==> src/hdl/brvm_pkg.sv <==
package brvm_pkg;

  localparam int unsigned RegCount = 32;
  localparam int unsigned RegAw    = $clog2(RegCount);
  localparam int unsigned RegW     = 64;
  localparam int unsigned OffBits  = 16;
  localparam int unsigned ImmW     = 32;
  localparam int unsigned QDepth   = 4;
  localparam int unsigned QAw      = $clog2(QDepth);
  localparam int unsigned OperandN = 4;

  localparam int unsigned InTdataW  = 8;
  localparam int unsigned OutFieldW = RegW + 2 + OffBits;
  localparam int unsigned OutTdataW = ((OutFieldW + 7) / 8) * 8;

  localparam logic [7:0] OpcHalt = 8'h00;
  localparam logic [7:0] OpcAdd  = 8'h37;
  localparam logic [7:0] OpcSub  = 8'h6E;
  localparam logic [7:0] OpcMul  = 8'h83;
  localparam logic [7:0] OpcLoad = 8'h49;
  localparam logic [7:0] OpcNop  = 8'hC3;

  typedef enum logic [1:0] {
    AluLoad,
    AluAdd,
    AluSub,
    AluMul
  } alu_op_e;

  typedef enum logic [1:0] {
    StopEnd,
    StopHalt,
    StopUnknown,
    StopTrunc
  } stop_reason_e;

  typedef enum logic [1:0] {
    BkIdle,
    BkExec,
    BkMulWb,
    BkFinish
  } back_state_e;

  // one queue entry: an instruction to run, a program end to report, or both
  typedef struct packed {
    logic                do_exec;
    logic                do_fin;
    alu_op_e             op;
    logic [RegAw-1:0]    rd;
    logic [RegAw-1:0]    ra;
    logic [RegAw-1:0]    rb;
    logic [ImmW-1:0]     imm;
    stop_reason_e        reason;
    logic [OffBits-1:0]  offset;
  } cmd_t;

  typedef struct packed {
    logic [OffBits-1:0]  offset;
    stop_reason_e        reason;
    logic [RegW-1:0]     value;
  } result_t;

  function automatic logic [2:0] instr_len(input logic [7:0] op);
    logic [2:0] len;
    if (op == OpcLoad) begin
      len = 3'd6;
    end else if (op == OpcAdd || op == OpcSub || op == OpcMul) begin
      len = 3'd4;
    end else begin
      len = 3'd1;
    end
    return len;
  endfunction

endpackage

==> src/hdl/brvm_queue.sv <==
module brvm_queue (
  input  logic            clk_i,
  input  logic            rst_ni,
  input  logic            push_i,
  input  brvm_pkg::cmd_t  push_data_i,
  output logic            full_o,
  input  logic            pop_i,
  output logic            valid_o,
  output brvm_pkg::cmd_t  head_o
);

  brvm_pkg::cmd_t          mem_q [brvm_pkg::QDepth];
  logic [brvm_pkg::QAw-1:0] wptr_q, rptr_q;
  logic [brvm_pkg::QAw:0]   cnt_q;
  logic                     do_push, do_pop;

  assign full_o  = (cnt_q == (brvm_pkg::QAw+1)'(brvm_pkg::QDepth));
  assign valid_o = (cnt_q != '0);
  assign head_o  = mem_q[rptr_q];
  assign do_push = push_i && !full_o;
  assign do_pop  = pop_i && valid_o;

  always_ff @(posedge clk_i or negedge rst_ni) begin
    if (!rst_ni) begin
      wptr_q <= '0;
      rptr_q <= '0;
      cnt_q  <= '0;
    end else begin
      if (do_push) begin
        wptr_q <= wptr_q + 1'b1;
      end
      if (do_pop) begin
        rptr_q <= rptr_q + 1'b1;
      end
      if (do_push && !do_pop) begin
        cnt_q <= cnt_q + 1'b1;
      end else if (do_pop && !do_push) begin
        cnt_q <= cnt_q - 1'b1;
      end
    end
  end

  always_ff @(posedge clk_i) begin
    if (do_push) begin
      mem_q[wptr_q] <= push_data_i;
    end
  end

endmodule

==> config.mk <==
export PLATFORM = sky130hd
export DESIGN_NAME = brvm_queue
export DESIGN_NICKNAME = d
export VERILOG_FILES = /design/src/hdl/brvm_pkg.sv /design/src/hdl/brvm_queue.sv
export SDC_FILE = /design/constraint.sdc
export NUM_CORES = 1
export LEC_CHECK = 0
export ABC_AREA = 1
export BUFFER_PORTS_ARGS = -buffer_cell sky130_fd_sc_hd__clkbuf_2
export CAP_MARGIN = 20
export CORE_ASPECT_RATIO = 1.75
export CORE_UTILIZATION = 50
export DETAILED_ROUTE_END_ITERATION = 8
export GPL_ROUTABILITY_DRIVEN = 0
export PLACE_DENSITY = 0.73
export SYNTH_ARGS = -nofsm -noshare
export SYNTH_HDL_FRONTEND = slang
export SYNTH_SLANG_ARGS = --single-unit
==> constraint.sdc <==
create_clock -name clk_i -period 4.26 [get_ports clk_i]
set_input_delay 0 -clock clk_i [delete_from_list [all_inputs] [get_ports clk_i]]
set_output_delay 0 -clock clk_i [all_outputs]
set_load 0.02 [all_outputs]
Word-level counts from Yosys, hierarchy flattened
Memory sizes are Yosys's and may differ from the RTL's.
Cells that the tools add are included.
{"block": "word_totals", "register_bits": 7, "ramBits": 276, "word_cells": 22, "n_memories": 1}
{"block": "op_classes", "addsub": 4, "n_eq_ne": 1, "n_mux": 4, "reduce_logical": 9}
{"memory": "mem_q", "words": 4, "width": 69, "read_ports": 1, "rd_clocked_by_memory_dff": 0, "wr": 1, "line_no": "brvm_queue.sv:12", "text": "brvm_pkg::cmd_t mem_q [brvm_pkg::QDepth];"}
{"operator": "$mux W3", "count": 2}
{"operator": "$add A2 B1 Y2 const B", "count": 2}
{"operator": "$logic_and A1 B1 Y1", "count": 4}
{"operator": "$add A3 B1 Y3 const B", "count": 1}
{"operator": "$eq A3 B3 Y1 const B", "count": 1}
{"operator": "$logic_not A1 Y1", "count": 3}
{"operator": "$reduce_bool A3 Y1", "count": 1}
{"operator": "$sub A3 B1 Y3 const B", "count": 1}
{"operator": "$mux W1", "count": 2}
{"operator": "$reduce_bool A2 Y1", "count": 1}

Longest topological paths before layout
{"block": "depth", "depth_word": 7, "ltp_mapped": 12}

Worst setup path after synthesis
OpenSTA, ideal clock, no wires.
{"block": "synth_path", "kind": "flip-flop to flip-flop", "from": "reg cnt_q[0] (netlist bit)", "to": "mem mem_q[0][0] (netlist bit) (enable)", "arrival_time_ps": 3600, "required_time_ps": 3763, "slack_ps": 163, "stages_incl_launch_ff": 5, "path_buffers": 0, "path_cell_list": "dfrtp_1 > inv_2 > nand3_1 > nand2_1 > nor2_1"}
{"block": "synth_between", "elab_chain_len": 5}
{"item": "start: declaration", "line_no": "brvm_queue.sv:14", "text": "logic [brvm_pkg::QAw:0] cnt_q;"}
{"item": "start signal: assignment", "line_no": "brvm_queue.sv:36", "text": "cnt_q <= cnt_q + 1'b1;"}
{"item": "start signal: assignment", "line_no": "brvm_queue.sv:38", "text": "cnt_q <= cnt_q - 1'b1;"}
{"item": "$eq A3 B3 Y1", "line_no": "brvm_queue.sv:17", "text": "assign full_o = (cnt_q == (brvm_pkg::QAw+1)'(brvm_pkg::QDepth));"}
{"item": "$logic_not A1 Y1", "line_no": "brvm_queue.sv:20", "text": "assign do_push = push_i && !full_o;"}
{"item": "$logic_and A1 B1 Y1", "line_no": "brvm_queue.sv:20"}
{"item": "$mux W1", "line_no": "brvm_queue.sv:44", "text": "if (do_push) begin"}
{"item": "$mux W1 (implied by the code)", "line_no": "brvm_queue.sv:45", "text": "mem_q[wptr_q] <= push_data_i;"}
{"item": "end: declaration", "line_no": "brvm_queue.sv:12"}
No other way between the ends.

==> impl_results.md <==
- Chip width: ~120 um
- CP endpoint kind: primary output
- CP startpoint kind: flop
- CTS buffer count: 24
- Synthesized net count: 944
- Synth Register Bits: approximately 280
- Pre-Repair DR Iteration Count: 5
- Clk root buf: clkbuf_16
- Synth top area share: 0.7048
- Switching pwr: ~3.7 mW
- Hold slack: between 0.2 and 0.25 ns
- Synth unique cells: 19
- Min-delay worst type: input port to flop
- Worst EP arrival: between 2 and 3 ns
- Final max-slew violation count: 0
- Fin Setup TNS: 0 ns
- CTS tree: done
- Sequential area share after synthesis: 0.7197
- Initial core utilization: 0.5129
- DRT antenna net count: 0
- Worst Tran Pin Value: 1.125 ns
- Commonest non-fill, non-tap cell in the layout: edfxtp_1
- Worst-path clk slew: 0.07 ns
- Max-cap viol count: 0
- Clock Latency Late Sink: 0.52 ns
- Warnings from Yosys: 0
- GRT Util Overall: 0.1891
- DRC Markers: 0
- Initial antenna violation count: 1
- Post-DP HPWL: around 13000 um
- Setup violations, final: 0
- Post-Route M1 WL: between 8000 and 9000 um
- Maximum net fanout on the critical path: between 150 and 200
- # nets final: 1153
- Mean routed wirelength per cell: between 15 and 20 um
- Num Clock Sinks: roughly 280
- First-pass GRT wire length: approximately 36000 um
- Worst Clk Skew: between 0.02 and 0.025 ns
- Fraction of layout cells with a size suffix above 1: 0.2445
- Core area: 22930 um^2
- Post-cts sizing count: 0
- DP Worst Slack: approximately 2.0 ns
- PD cells: slightly below 700 nW/um^2
- Clk buf depth: 3
- Via count of the routed design: 6960
- Final hold vios: 0
- Min Clock Period, post-route: approximately 2.8 ns
- Largest net degree at the start of global routing: 171
- Kind of critical path: flop to primary output
- Largest area contributor in the netlist: edfxtp_1
- Vias/cell: between 4 and 5
- Fmax: approximately 360 MHz
- Commonest non-fill, non-tap cells in the layout: edfxtp_1 (276), nand2_1 (225), inv_1 (151)
- Area Growth Syn to Fin: 20.60%
- Post-CTS Setup Inserts: 0
- Crit share post-route: 0.6540
- Routed wire length: ~22000 um
- Cell Area, Placed: 12620 um^2
- CP required: between 4 and 5 ns
- RSZ-0062 raised after global routing: no
- Net Sw Frac: 0.3786
- Highest routed layer: met4
- Mean Syn Cell Area: 13.59 um^2
- H-tree levels: 1
- Congestion Overflow GR: 0
- Comb power frac: 0.376
- Routed wl met3: 747 um
- Rel. slew slack: 0.2498
- Clock share of power: 0.231
- Port Buffers: roughly 140
- Largest cells by area after synthesis: edfxtp_1 (70%), nand2_1 (7.2%), o211ai_2 (6.5%)
- P_int: 6.022 mW
- # IOs: 144
- Die Y: between 200 and 250 um
- DR iter-0 viols: 390
- Post-Layout Inst Area: 14180 um^2
- Crit path from: rptr_q[0]
- Reg2Reg Launch Point: cnt_q[1]
- Mapped Cells: a little under 900
- Vias in the first global route: between 7000 and 8000
- Sequential power share: 0.393
- Die Footprint: ~24000 um^2
- Standard-cell row count: 73
- Hold path startpoint: push_data_i[22]
- Worst setup margin: 1.474 ns
- Outcome: complete, no violations
- Lkg Pwr: a little under 6 nW
- Post-Synthesis Cell Area: between 10000 and 15000 um^2
- Met2 WL: 12050 um
- Max IR drop VDD: around 0.6 mV
==> worst paths after layout <==
path	end	slack, ns	cells after the start
max in group asynchronous	rptr_q[1]	3.53	3
min	mem_q[3][22]	0.24	2
max reg2reg	mem_q[0][62]	2.01	5
min reg2reg	cnt_q[2]	0.50	2
min in group asynchronous	rptr_q[1]	0.45	3
max	head_o[12]	1.47	6
==> power by group through the flow <==
stage          combinational, mW  clock [mW]  sequential (mW)
6_report                    3.64        2.24             3.81
5_1_grt                     3.99        2.38             3.85
4_1_cts                     3.70        2.29             3.81
3_5_place_dp                3.64           0             3.87
3_3_place_gp                3.58           0             3.85
2_1_floorplan               2.71           0             3.89
==> registers in the layout, summed over array words and instances, names as in the netlist <==
register	count
mem_q	276
rptr_q	2
cnt_q	3
wptr_q	2
==> metal layers <==
layer,GRT usage,vias to the layer above
met4,0.07418,0
met5,0,-
met3,0.02116,41
met2,0.3580,149
li1,-,3421
met1,0.2159,3349
==> through the flow <==
step           power [mW]  std cells    util
2_1_floorplan       6.594        865       -
3_3_place_gp        7.431       1275  0.5503
3_5_place_dp        7.508       1275  0.5503
4_1_cts             9.800       1392  0.6183
5_1_grt             10.22       1393  0.6185
6_report            9.691       1394  0.6186
==> synthesized netlist by cell type (all sizes together) <==
cell type	instances
nor2	4
clkbuf	8
nand2	225
o211ai	138
nand3	7
buf	37
dfrtp	7
nand4	1
o21ai	1
inv	154
edfxtp	276
xnor2	1
fa	1
ha	5
==> area by class of cell <==
type | count | area (um^2)
repair buffers | 228 | 1549
well taps | 300 | 375.4
inverters | 154 | 586.8
clock inverters | 16 | 173.9
flip-flops and latches | 283 | 8467
multi-input cells | 383 | 2369
clock buffers | 28 | 655.6
diodes | 2 | 5.005
fillers | 1678 | 8745
==> logic make-up (layout without fill, tap and decap cells) <==
group,count (synthesis),after routing,synth area share
AO/OA/AOI/OAI,139,139,0.1145
XOR/XNOR,1,1,0.0007450
adder cells (fa/ha/maj),6,6,0.007023
buffers and inverters,199,426,0.08140
flip-flops,283,283,0.7197
other,0,2,0
AND/OR/NAND/NOR,237,237,0.07661
==> critical path, stage by stage, from the launching register on <==
cell,delay (ns)
dfrtp_1,0.45
inv_8,0.64
buf_4,0.51
nand2_1,0.12
o211ai_1,0.13
nand2_1,0.08
clkbuf_2,0.16
==> what timing repair did <==
item,in CTS,in global routing
hold buffers,73,0
endpoints found under the hold margin,288,0
setup endpoints to repair,0,0
No activity file was read; power rests on OpenSTA's default activity.
