### config.mk
export PLATFORM = sky130hd
export DESIGN_NAME = brvm_front
export DESIGN_NICKNAME = d
export VERILOG_FILES = /design/src/hdl/brvm_pkg.sv /design/src/hdl/brvm_front.sv
export SDC_FILE = /design/constraint.sdc
export NUM_CORES = 1
export LEC_CHECK = 0
export ABC_AREA = 1
export BUFFER_PORTS_ARGS = -buffer_cell sky130_fd_sc_hd__buf_2
export CORE_MARGIN = 5
export CORE_UTILIZATION = 58
export CTS_CLUSTER_SIZE = 14
export DETAILED_ROUTE_END_ITERATION = 6
export PLACE_DENSITY = 0.83
export SLEW_MARGIN = 20
export SYNTH_ARGS = -nofsm -noshare
export SYNTH_HDL_FRONTEND = slang
export SYNTH_SLANG_ARGS = --single-unit
### constraint.sdc
create_clock -name clk_i -period 5.2 [get_ports clk_i]
set_input_delay 0.26 -clock clk_i [delete_from_list [all_inputs] [get_ports clk_i]]
set_output_delay 0.26 -clock clk_i [all_outputs]
set_load 0.01 [all_outputs]
### src/hdl/brvm_pkg.sv
package brvm_pkg;

  localparam int unsigned RegCount = 32;
  localparam int unsigned RegAw    = $clog2(RegCount);
  localparam int unsigned RegW     = 64;
  localparam int unsigned OffBits  = 16;
  localparam int unsigned ImmW     = 32;
  localparam int unsigned QDepth   = 4;
  localparam int unsigned QAw      = $clog2(QDepth);
  localparam int unsigned OperandN = 4;

  localparam int unsigned InTdataW  = 8;
  localparam int unsigned OutFieldW = RegW + 2 + OffBits;
  localparam int unsigned OutTdataW = ((OutFieldW + 7) / 8) * 8;

  localparam logic [7:0] OpcHalt = 8'h00;
  localparam logic [7:0] OpcAdd  = 8'h37;
  localparam logic [7:0] OpcSub  = 8'h6E;
  localparam logic [7:0] OpcMul  = 8'h83;
  localparam logic [7:0] OpcLoad = 8'h49;
  localparam logic [7:0] OpcNop  = 8'hC3;

  typedef enum logic [1:0] {
    AluLoad,
    AluAdd,
    AluSub,
    AluMul
  } alu_op_e;

  typedef enum logic [1:0] {
    StopEnd,
    StopHalt,
    StopUnknown,
    StopTrunc
  } stop_reason_e;

  typedef enum logic [1:0] {
    BkIdle,
    BkExec,
    BkMulWb,
    BkFinish
  } back_state_e;

  // one queue entry: an instruction to run, a program end to report, or both
  typedef struct packed {
    logic                do_exec;
    logic                do_fin;
    alu_op_e             op;
    logic [RegAw-1:0]    rd;
    logic [RegAw-1:0]    ra;
    logic [RegAw-1:0]    rb;
    logic [ImmW-1:0]     imm;
    stop_reason_e        reason;
    logic [OffBits-1:0]  offset;
  } cmd_t;

  typedef struct packed {
    logic [OffBits-1:0]  offset;
    stop_reason_e        reason;
    logic [RegW-1:0]     value;
  } result_t;

  function automatic logic [2:0] instr_len(input logic [7:0] op);
    logic [2:0] len;
    if (op == OpcLoad) begin
      len = 3'd6;
    end else if (op == OpcAdd || op == OpcSub || op == OpcMul) begin
      len = 3'd4;
    end else begin
      len = 3'd1;
    end
    return len;
  endfunction

endpackage

### src/hdl/brvm_front.sv
module brvm_front (
  input  logic              clk_i,
  input  logic              rst_ni,
  input  logic              byte_valid_i,
  output logic              byte_ready_o,
  input  logic [7:0]        code_byte_i,
  input  logic              last_byte_i,
  output logic              cmd_push_o,
  output brvm_pkg::cmd_t    cmd_o,
  input  logic              q_full_i
);

  logic                          acc;
  logic                          stop_q, stop_d;
  logic [2:0]                    pos_q, pos_d, pos_inc;
  logic [7:0]                    op_q, op_d;
  logic [brvm_pkg::OffBits-1:0]  off_q, off_d, off_fin;
  logic [7:0]                    opnd_q [brvm_pkg::OperandN];
  logic                          opnd_we;
  logic [1:0]                    opnd_idx;
  logic                          exec, fin;
  brvm_pkg::stop_reason_e        reason;
  brvm_pkg::alu_op_e             alu_op;

  assign byte_ready_o = !q_full_i;
  assign acc          = byte_valid_i && byte_ready_o;
  assign pos_inc      = 3'(pos_q + 3'd1);
  assign opnd_idx     = 2'(pos_q - 3'd1);

  always_comb begin
    stop_d  = stop_q;
    pos_d   = pos_q;
    op_d    = op_q;
    off_d   = off_q;
    exec    = 1'b0;
    fin     = 1'b0;
    opnd_we = 1'b0;
    off_fin = off_q;
    reason  = brvm_pkg::StopEnd;
    if (acc) begin
      if (!stop_q) begin
        if (off_q != {brvm_pkg::OffBits{1'b1}}) begin
          off_d = off_q + 1'b1;
        end
        if (pos_q == 3'd0) begin
          op_d = code_byte_i;
          if (code_byte_i == brvm_pkg::OpcNop) begin
            pos_d = 3'd0;
          end else if (brvm_pkg::instr_len(code_byte_i) > 3'd1) begin
            pos_d = 3'd1;
          end else begin
            stop_d = 1'b1;
          end
        end else begin
          opnd_we = (pos_q <= 3'(brvm_pkg::OperandN));
          if (pos_inc >= brvm_pkg::instr_len(op_q)) begin
            exec  = 1'b1;
            pos_d = 3'd0;
          end else begin
            pos_d = pos_inc;
          end
        end
      end
      if (last_byte_i) begin
        fin     = 1'b1;
        off_fin = off_d;
        if (stop_d) begin
          reason = (op_d == brvm_pkg::OpcHalt) ? brvm_pkg::StopHalt
                                               : brvm_pkg::StopUnknown;
        end else if (pos_d != 3'd0) begin
          reason = brvm_pkg::StopTrunc;
        end else begin
          reason = brvm_pkg::StopEnd;
        end
        // back to reset state for the next program
        stop_d = 1'b0;
        pos_d  = 3'd0;
        op_d   = '0;
        off_d  = '0;
      end
    end
  end

  always_comb begin
    if (op_q == brvm_pkg::OpcLoad) begin
      alu_op = brvm_pkg::AluLoad;
    end else if (op_q == brvm_pkg::OpcAdd) begin
      alu_op = brvm_pkg::AluAdd;
    end else if (op_q == brvm_pkg::OpcSub) begin
      alu_op = brvm_pkg::AluSub;
    end else begin
      alu_op = brvm_pkg::AluMul;
    end
  end

  // the final byte of an instruction goes straight into the entry
  always_comb begin
    cmd_push_o     = exec || fin;
    cmd_o.do_exec  = exec;
    cmd_o.do_fin   = fin;
    cmd_o.op       = alu_op;
    cmd_o.rd       = opnd_q[0][brvm_pkg::RegAw-1:0];
    cmd_o.ra       = opnd_q[1][brvm_pkg::RegAw-1:0];
    cmd_o.rb       = code_byte_i[brvm_pkg::RegAw-1:0];
    cmd_o.imm      = {code_byte_i, opnd_q[3], opnd_q[2], opnd_q[1]};
    cmd_o.reason   = reason;
    cmd_o.offset   = off_fin;
  end

  always_ff @(posedge clk_i or negedge rst_ni) begin
    if (!rst_ni) begin
      stop_q <= 1'b0;
      pos_q  <= 3'd0;
      op_q   <= '0;
      off_q  <= '0;
    end else begin
      stop_q <= stop_d;
      pos_q  <= pos_d;
      op_q   <= op_d;
      off_q  <= off_d;
    end
  end

  always_ff @(posedge clk_i) begin
    if (opnd_we) begin
      opnd_q[opnd_idx] <= code_byte_i;
    end
  end

endmodule

Word-level counts from Yosys, hierarchy flattened
Memories as Yosys holds them, arrays and structs flattened.
Index checks and enable logic that the tools add are counted.
{ "totals": {"ram_bits": 32, "reg_bits": 28, "memories": 1, "inputBits": 13, "word_cells": 83, "output_inout_bits": 71} }
{ "op_classes": {"mux": 52, "n_reduce_logical": 10, "addsub": 3, "eq_ne": 10, "order_cmp": 3} }
{ "memory_table": {"columns": ["name", "depth", "word_bits", "rd", "rd_clocked_by_memory_dff", "wr", "line_no", "source"], "rows": [
  ["opnd_q", 4, 8, 4, 0, 1, "brvm_front.sv:18", "logic [7:0] opnd_q [brvm_pkg::OperandN];"]
]} }
{ "ops": {"columns": ["op", "count"], "rows": [
  ["16-bit 2-to-1 mux", 5],
  ["3-bit 2-to-1 mux", 18],
  ["8-bit by 7-bit == test with 1-bit output (second input constant)", 4],
  ["8-bit 2-to-1 mux", 4],
  ["8-bit == test (second input constant)", 3],
  ["1-bit 2-to-1 mux", 18],
  ["16-bit by 1-bit adder with 16-bit output (second input constant)", 1],
  ["8-bit by 6-bit == test with 1-bit output (second input constant)", 2],
  ["16-bit inequality test (second input constant)", 1],
  ["2-bit 2-to-1 mux", 7],
  ["8-bit zero test", 1],
  ["1-bit logical OR", 5],
  ["3-bit by 1-bit adder with 3-bit output (second input constant)", 1],
  ["3-bit >= comparator", 1],
  ["3-bit by 1-bit > comparator with 1-bit output (second input constant)", 1],
  ["3-bit less-or-equal comparator (second input constant)", 1],
  ["3-bit zero test", 1],
  ["3-bit nonzero test", 1],
  ["2-bit by 1-bit subtractor with 2-bit output (second input constant)", 1],
  ["1-bit logical AND", 1],
  ["1-bit zero test", 1]
]} }

Logic depth before layout (Yosys ltp)
Gate-level depths: netlist of run 1.
{ "depth": {"ltp_word": 20, "mapped_depth": 14, "depth_no_buf": 13} }

Worst setup path after synthesis of run 1
Ideal clock, no wire load.
{ "synth_timing": {"path_type": "register to output", "start": "reg op_q[7]", "end": "out cmd_o[17] (netlist bit)", "t_arrival_ns": 2.037, "required_ns": 4.940, "stages_incl_launch_ff": 12, "setup_slack_ns": 2.903, "n_path_buf": 0, "cell_sequence": "dfrtp_1 -> nor2_1 -> nand3_1 -> nor4_1 -> nor4_1 -> ha_1 -> a21oi_1 -> and2_1 -> nand4_1 -> nand3_1 -> nor2_1 -> a21oi_1"} }
{ "synth_lines": {"columns": ["item", "line_no", "source"], "rows": [
  ["from (decl)", "brvm_front.sv:16", "logic [7:0] op_q, op_d;"],
  ["from (signal assigned)", "brvm_front.sv:119", "op_q <= op_d;"],
  ["to (decl)", "brvm_front.sv:9", "output brvm_pkg::cmd_t cmd_o,"]
]} }

==> flow_metrics.py, run 1 <==
metrics = {
    "synth": {
        "avgSynthCellArea_um2": 8.30,
        "synth_top_cell_by_area": "edfxtp_1",
        "synthFlopType": "edfxtp_1",
        "yosys-top-cells-area": "edfxtp_1, dfrtp_1, nand2_1, inv_1, nand3_1",
        "async_flop_share_pct": 49.1,
        "synth_seq_cells": 57,
        "synth_edf_count": 29,
        "yosysWarnings": 0,
        "synthTopCellsByCount": "nand2_1, inv_1, nand3_1",
        "netlist_instances": 439,
        "yosysUniqueCellTypes": 41,
        "synth_top_area_share_pct": 23.9,
        "synth_nets": 463,
        "yosysSeqAreaShare_pct": 43.1,
        "synth.most_common_cell": "nand2_1",
        "syn-cell-area_um2": 3640,
    },
    "clock_network": {
        "cts_buffers": 9,
        "path_clk_slew_ns": 0.07,
        "cts_buffer_depth": 2,
        "cts_htree_levels": 3,
        "clock-root-buffer": "clkbuf_8",
        "clk_latency_ns": 0.35,
        "cts_sinks": 57,
        "cts_tree": "yes",
    },
    "worst_hold_path": {
        "hp-class": "primary input to flop",
        "holdCritStartpoint": "code_byte_i[6]",
    },
    "placement": {
        "place_congestion": 0.926,
        "hpwl_mm": 6.42,
        "io_buffers": 83,
    },
    "timing": {
        "setup_viol": 0,
        "fin_crit_ns": 3.21,
        "worstMarginPinSlew_ns": 0.949,
        "max_slew_margin_pct": 36.5,
        "tns_ns": 0,
        "fmax_ghz": 0.312,
        "hold_viol": 0,
        "rsz0062_at_grt": "false",
        "fin_crit_sh_pct": 61.7,
        "slew_violations": 0,
        "fin_worst_skew_ns": 0.00901,
    },
    "routing": {
        "drt_pass1_iterations": 6,
        "via_count": 3286,
        "avgViaCountPerCell": 5.67,
        "wl_met3_um": 852,
        "drc_errors": 0,
        "wl_met1_mm": 3.85,
        "routed.top_layer": "met4",
        "final_antenna_net_count": 0,
        "wl_met2_mm": 4.25,
        "drt-wirelength-per-cell_um": 15.7,
        "drt-initial-drc-count": 322,
        "routed_wl_mm": 9.09,
    },
    "setup_path": {
        "critPathKind": "flop to output port",
        "arrival_ns": 2.95,
        "critPathLaunchType": "flop",
        "critical_path_required_ns": 4.94,
        "crit_chain": "inv_1 > nand4_1 > nor4_1 > nor4_1 > ha_1 > a21oi_1 > nand3_1 > o21ai_0 > nand2_1 > nand2_1 > nand2_1 > a21oi_1 > buf_2",
        "cpMostUsedCell": "nand2_1",
        "cpMaxStageDelayCell": "nor4_1",
        "r2r_start": "op_q[6]",
        "cp-end-kind": "output port",
        "cp_num_buf_inv": 2,
        "critPathMaxFanout": 4,
        "cpPeakStageDelay_ns": 0.45,
        "startpoint": "op_q[6]",
        "path_delay_family": "simple AND/OR/NAND/NOR gates",
    },
    "floorplan": {
        "die_h_um": 89.2,
        "num_io_pins": 84,
        "initial_core_util_pct": 60.4,
        "rows": 28,
        "coreArea_um2": 6030,
        "dieWidth_um": 89.2,
        "die_area_um2": 7960,
    },
    "outcome": {
        "status": "finished, final reports clean",
    },
    "layout": {
        "layout.nets": 524,
        "drive_gt1_share_pct": 25.9,
        "fin_util_pct": 68.6,
        "nFillCells": 476,
        "diodes": 0,
        "areaGrowthSynthToFinish_pct": 13.6,
    },
    "pwr": {
        "p_per_area_nw_per_um2": 418,
        "peakVddDrop_mv": 0.279,
        "leakage_nw": 2.00,
    },
    "global_route": {
        "grt_max_degree": 34,
        "antenna_found_initial": 0,
        "grt_pass1_vias": 3121,
        "gr-total-overflow": 0,
        "grt_pass1_wl_mm": 15.0,
        "grt_util_all_layers_pct": 24.5,
    },
    "run": {
        "drv_cap": 0,
    },
}
==> logic make-up after synthesis <==
family                     after synthesis  share of synthesized area (%)
muxes                                    3                          0.824
AOI/OAI and AO/OA                       52                           8.42
buffers and inverters                   88                           12.4
adders and majority gates               11                           3.78
DFF                                     57                           43.1
and+or+nand+nor                        216                           28.5
xor gates and xnor gates                12                           2.89
==> final cells by class <==
type	instances	area (um2)	share of cell area, %
inverter	54	208	5.02
timing repair buffer	84	425	10.3
sequential	57	1570	38.0
clock buffer	10	128	3.09
tap	75	93.8	2.27
clock inverter	6	91.3	2.21
multi-input combinational	294	1620	39.1
==> flip-flops by register name (all words and copies together) (netlist names) <==
register	cells
opnd_q	29
stop_q	1
pos_q	3
off_q	16
op_q	8
==> layer usage <==
layer / up-vias / track usage, %
met5: - / 0
met4: 0 / 7.44
met3: 22 / 5.81
met2: 188 / 39.5
met1: 1520 / 33.1
li1: 1556 / -
==> repair_timing <==
item                       CTS  global route
buffers inserted             0             0
hold endpoints to repair    28             0
gates resized for setup      0             0
hold buffers                 1             0
setup endpoints to repair    0             0
==> through the flow <==
stage	total power, mW	instances	hold WS [ns]	setup WS (ns)	instance area, um2
floorplan	1.13	439	-0.0356	2.90	3640
global placement	1.23	563	0.315	2.64	3910
detailed placement	1.25	563	0.327	2.51	3910
CTS	1.72	580	0.196	2.05	4140
global route	1.86	580	0.201	1.79	4140
finish	1.73	580	0.204	1.99	4140
==> cells in the final DEF, fill, tap and decap left out, drive strengths merged <==
cell type	count
a21boi	1
nand4	7
bufinv	2
xnor2	2
o22ai	12
clkinv	1
and2	1
mux2i	3
o21ai	30
nand3	45
nand3b	2
nor3	7
inv	54
nor4	6
dfrtp	28
nor2	37
buf	83
dlygate4sd3	1
o211ai	4
nand2	110
xor2	10
or2	1
ha	11
a21oi	5
clkbuf	10
edfxtp	29
clkinvlp	3
==> final timing paths <==
path	to	slack, ns	cells past startpoint
min reg2reg	off_q[8]	0.57	2
max in group asynchronous	off_q[8]	4.29	2
max reg2reg	pos_q[0]	2.68	12
min in group asynchronous	off_q[0]	0.47	2
min	opnd_q[2][6]	0.20	1
max	cmd_o[17]	1.99	13
==> power by group <==
| part | switching (mW) | internal, mW | total, mW |
|---|---|---|---|
| Clock | 0.191 | 0.271 | 0.462 |
| Combinational | 0.411 | 0.225 | 0.636 |
| Sequential | 0.0951 | 0.538 | 0.633 |
| Total | 0.697 | 1.03 | 1.73 |
(Power assumes the default switching activity.)
==> run 2: changes to the inputs <==
CORE_UTILIZATION = 55   (was 58)
PLACE_DENSITY = 0.79   (was 0.83)
clock period = 3.05 ns   (was 5.2 ns; I/O delays follow)
==> flow_metrics.py, run 2 (same netlist as run 1, synthesis figures left out) <==
metrics = {
    "outcome": {
        "status": "finished, final reports clean",
    },
    "setup_path": {
        "critPathKind": "flop to output port",
        "critical_path_required_ns": 2.90,
        "path_delay_family": "simple AND/OR/NAND/NOR gates",
        "critPathLaunchType": "flop",
        "arrival_ns": 2.77,
        "cpMaxStageDelayCell": "dfrtp_1",
        "critPathMaxFanout": 4,
        "cp-end-kind": "output port",
        "crit_chain": "inv_1 > nand3_1 > nor4_4 > nor4_2 > ha_1 > a21oi_2 > and2_1 > nand4_1 > nand3_1 > nor2_2 > a21oi_2 > buf_2",
        "cp_num_buf_inv": 2,
        "cpPeakStageDelay_ns": 0.42,
    },
    "timing": {
        "fmax_ghz": 0.342,
        "hold_viol": 0,
        "setup_viol": 0,
        "max_slew_margin_pct": 50.0,
        "setup_slack_ns": 0.128,
        "slew_violations": 0,
        "fin_crit_ns": 2.92,
        "whs_ns": 0.112,
        "worstMarginPinSlew_ns": 0.747,
        "fin_worst_skew_ns": 0.00960,
        "fin_crit_sh_pct": 95.8,
    },
    "floorplan": {
        "dieWidth_um": 91.4,
        "num_io_pins": 84,
        "rows": 29,
        "coreArea_um2": 6390,
        "initial_core_util_pct": 57.0,
        "die_area_um2": 8350,
        "die_h_um": 91.4,
    },
    "routing": {
        "drt-wirelength-per-cell_um": 15.4,
        "routed_wl_mm": 9.09,
        "drc_errors": 0,
        "drt_pass1_iterations": 5,
        "via_count": 3205,
        "wl_met3_um": 753,
        "wl_met2_mm": 4.15,
        "final_antenna_net_count": 0,
        "wl_met1_mm": 4.01,
        "routed.top_layer": "met4",
        "drt-initial-drc-count": 213,
        "avgViaCountPerCell": 5.43,
    },
    "layout": {
        "layout.nets": 532,
        "drive_gt1_share_pct": 29.2,
        "top_register": "opnd_q",
        "areaGrowthSynthToFinish_pct": 16.1,
        "diodes": 0,
        "largest_register_ffs": 29,
        "layout_common_cells": "nand2_1, buf_2, inv_1",
        "finalNonFillerCells": 590,
        "reg_top3": "opnd_q: 29 flops, off_q: 16 flops, op_q: 8 flops",
        "layout_commonest_cell": "nand2_1",
    },
    "global_route": {
        "grt_pass1_vias": 3064,
        "grt_pass1_wl_mm": 14.9,
        "grt_util_all_layers_pct": 21.8,
        "grt_max_degree": 34,
        "antenna_found_initial": 0,
        "gr-total-overflow": 0,
    },
    "clock_network": {
        "clk_latency_ns": 0.34,
        "cts_buffers": 9,
        "cts_sinks": 57,
        "path_clk_slew_ns": 0.08,
        "cts_htree_levels": 3,
        "clock-root-buffer": "clkbuf_8",
        "cts_tree": "yes",
        "cts_buffer_depth": 2,
    },
    "placement": {
        "dp.cells": 569,
        "hpwl_mm": 6.48,
        "pre_cts_slack_ns": 0.482,
        "io_buffers": 83,
        "place_congestion": 0.918,
    },
    "pwr": {
        "power_mw": 2.83,
        "peakVddDrop_mv": 0.499,
        "leakage_nw": 2.03,
        "p_per_area_nw_per_um2": 669,
    },
    "run": {
        "drv_cap": 0,
    },
    "worst_hold_path": {
        "hp-class": "primary input to flop",
    },
}
-- run 2: cell count changes in the layout (fill, tap and decap cells not counted), moves of 2 or more --
cell       previous run  this run
nor4_4                0         3
a21oi_2               1         3
bufinv_16             2         0
nor4_1                6         0
nor4_2                0         3
a21oi_1               4         2
buf_4                 0         8
-- run 2: path summary, 6_finish.rpt --
kind / from / endpoint / slack [ns] / cells past startpoint
setup / recovery: op_q[2] / cmd_o[17] / 0.13 / 12
hold / removal: code_byte_i[5] / opnd_q[3][5] / 0.11 / 1
setup reg to reg: op_q[2] / pos_q[1] / 0.72 / 11
hold reg to reg: off_q[8] / off_q[8] / 0.58 / 2
max in group asynchronous: rst_ni / off_q[14] / 2.24 / 2
min in group asynchronous: rst_ni / off_q[10] / 0.38 / 2
-- run 2: area by class of cell --
class / count / area [um2]
sequential: 57 / 1570
multi-input combinational: 294 / 1700
fill: 533 / 2160
timing repair buffer: 92 / 485
inverter: 54 / 208
clock buffer: 10 / 128
tap: 77 / 96.3
clock inverter: 6 / 43.8
-- run 2: routing by layer --
layer  global-route usage, %  up-vias
met5                       0        -
met2                    32.5      139
li1                        -     1571
met1                    30.3     1479
met4                    8.44        0
met3                    6.03       16
-- run 2: stage by stage --
stage                     util, %  TNS, ns  cell area (um2)
after detailed placement     61.7        0             3940
final                        66.2        0             4230
after global routing         66.2  -0.0803             4230
after CTS                    64.5        0             4120
after floorplan                 -        0             3640
after global placement       61.7        0             3940
-- run 2: timing repair --
action,CTS,global route
setup buffers,0,4
hold buffers,1,0
hold endpoints to repair,28,0
setup endpoints to repair,0,2
resized for setup,0,15
-- run 2: power breakdown --
part	switching (mW)	internal [mW]	total (mW)
registers	0.164	0.917	1.08
clock network	0.328	0.295	0.624
logic	0.718	0.406	1.12
total	1.21	1.62	2.83
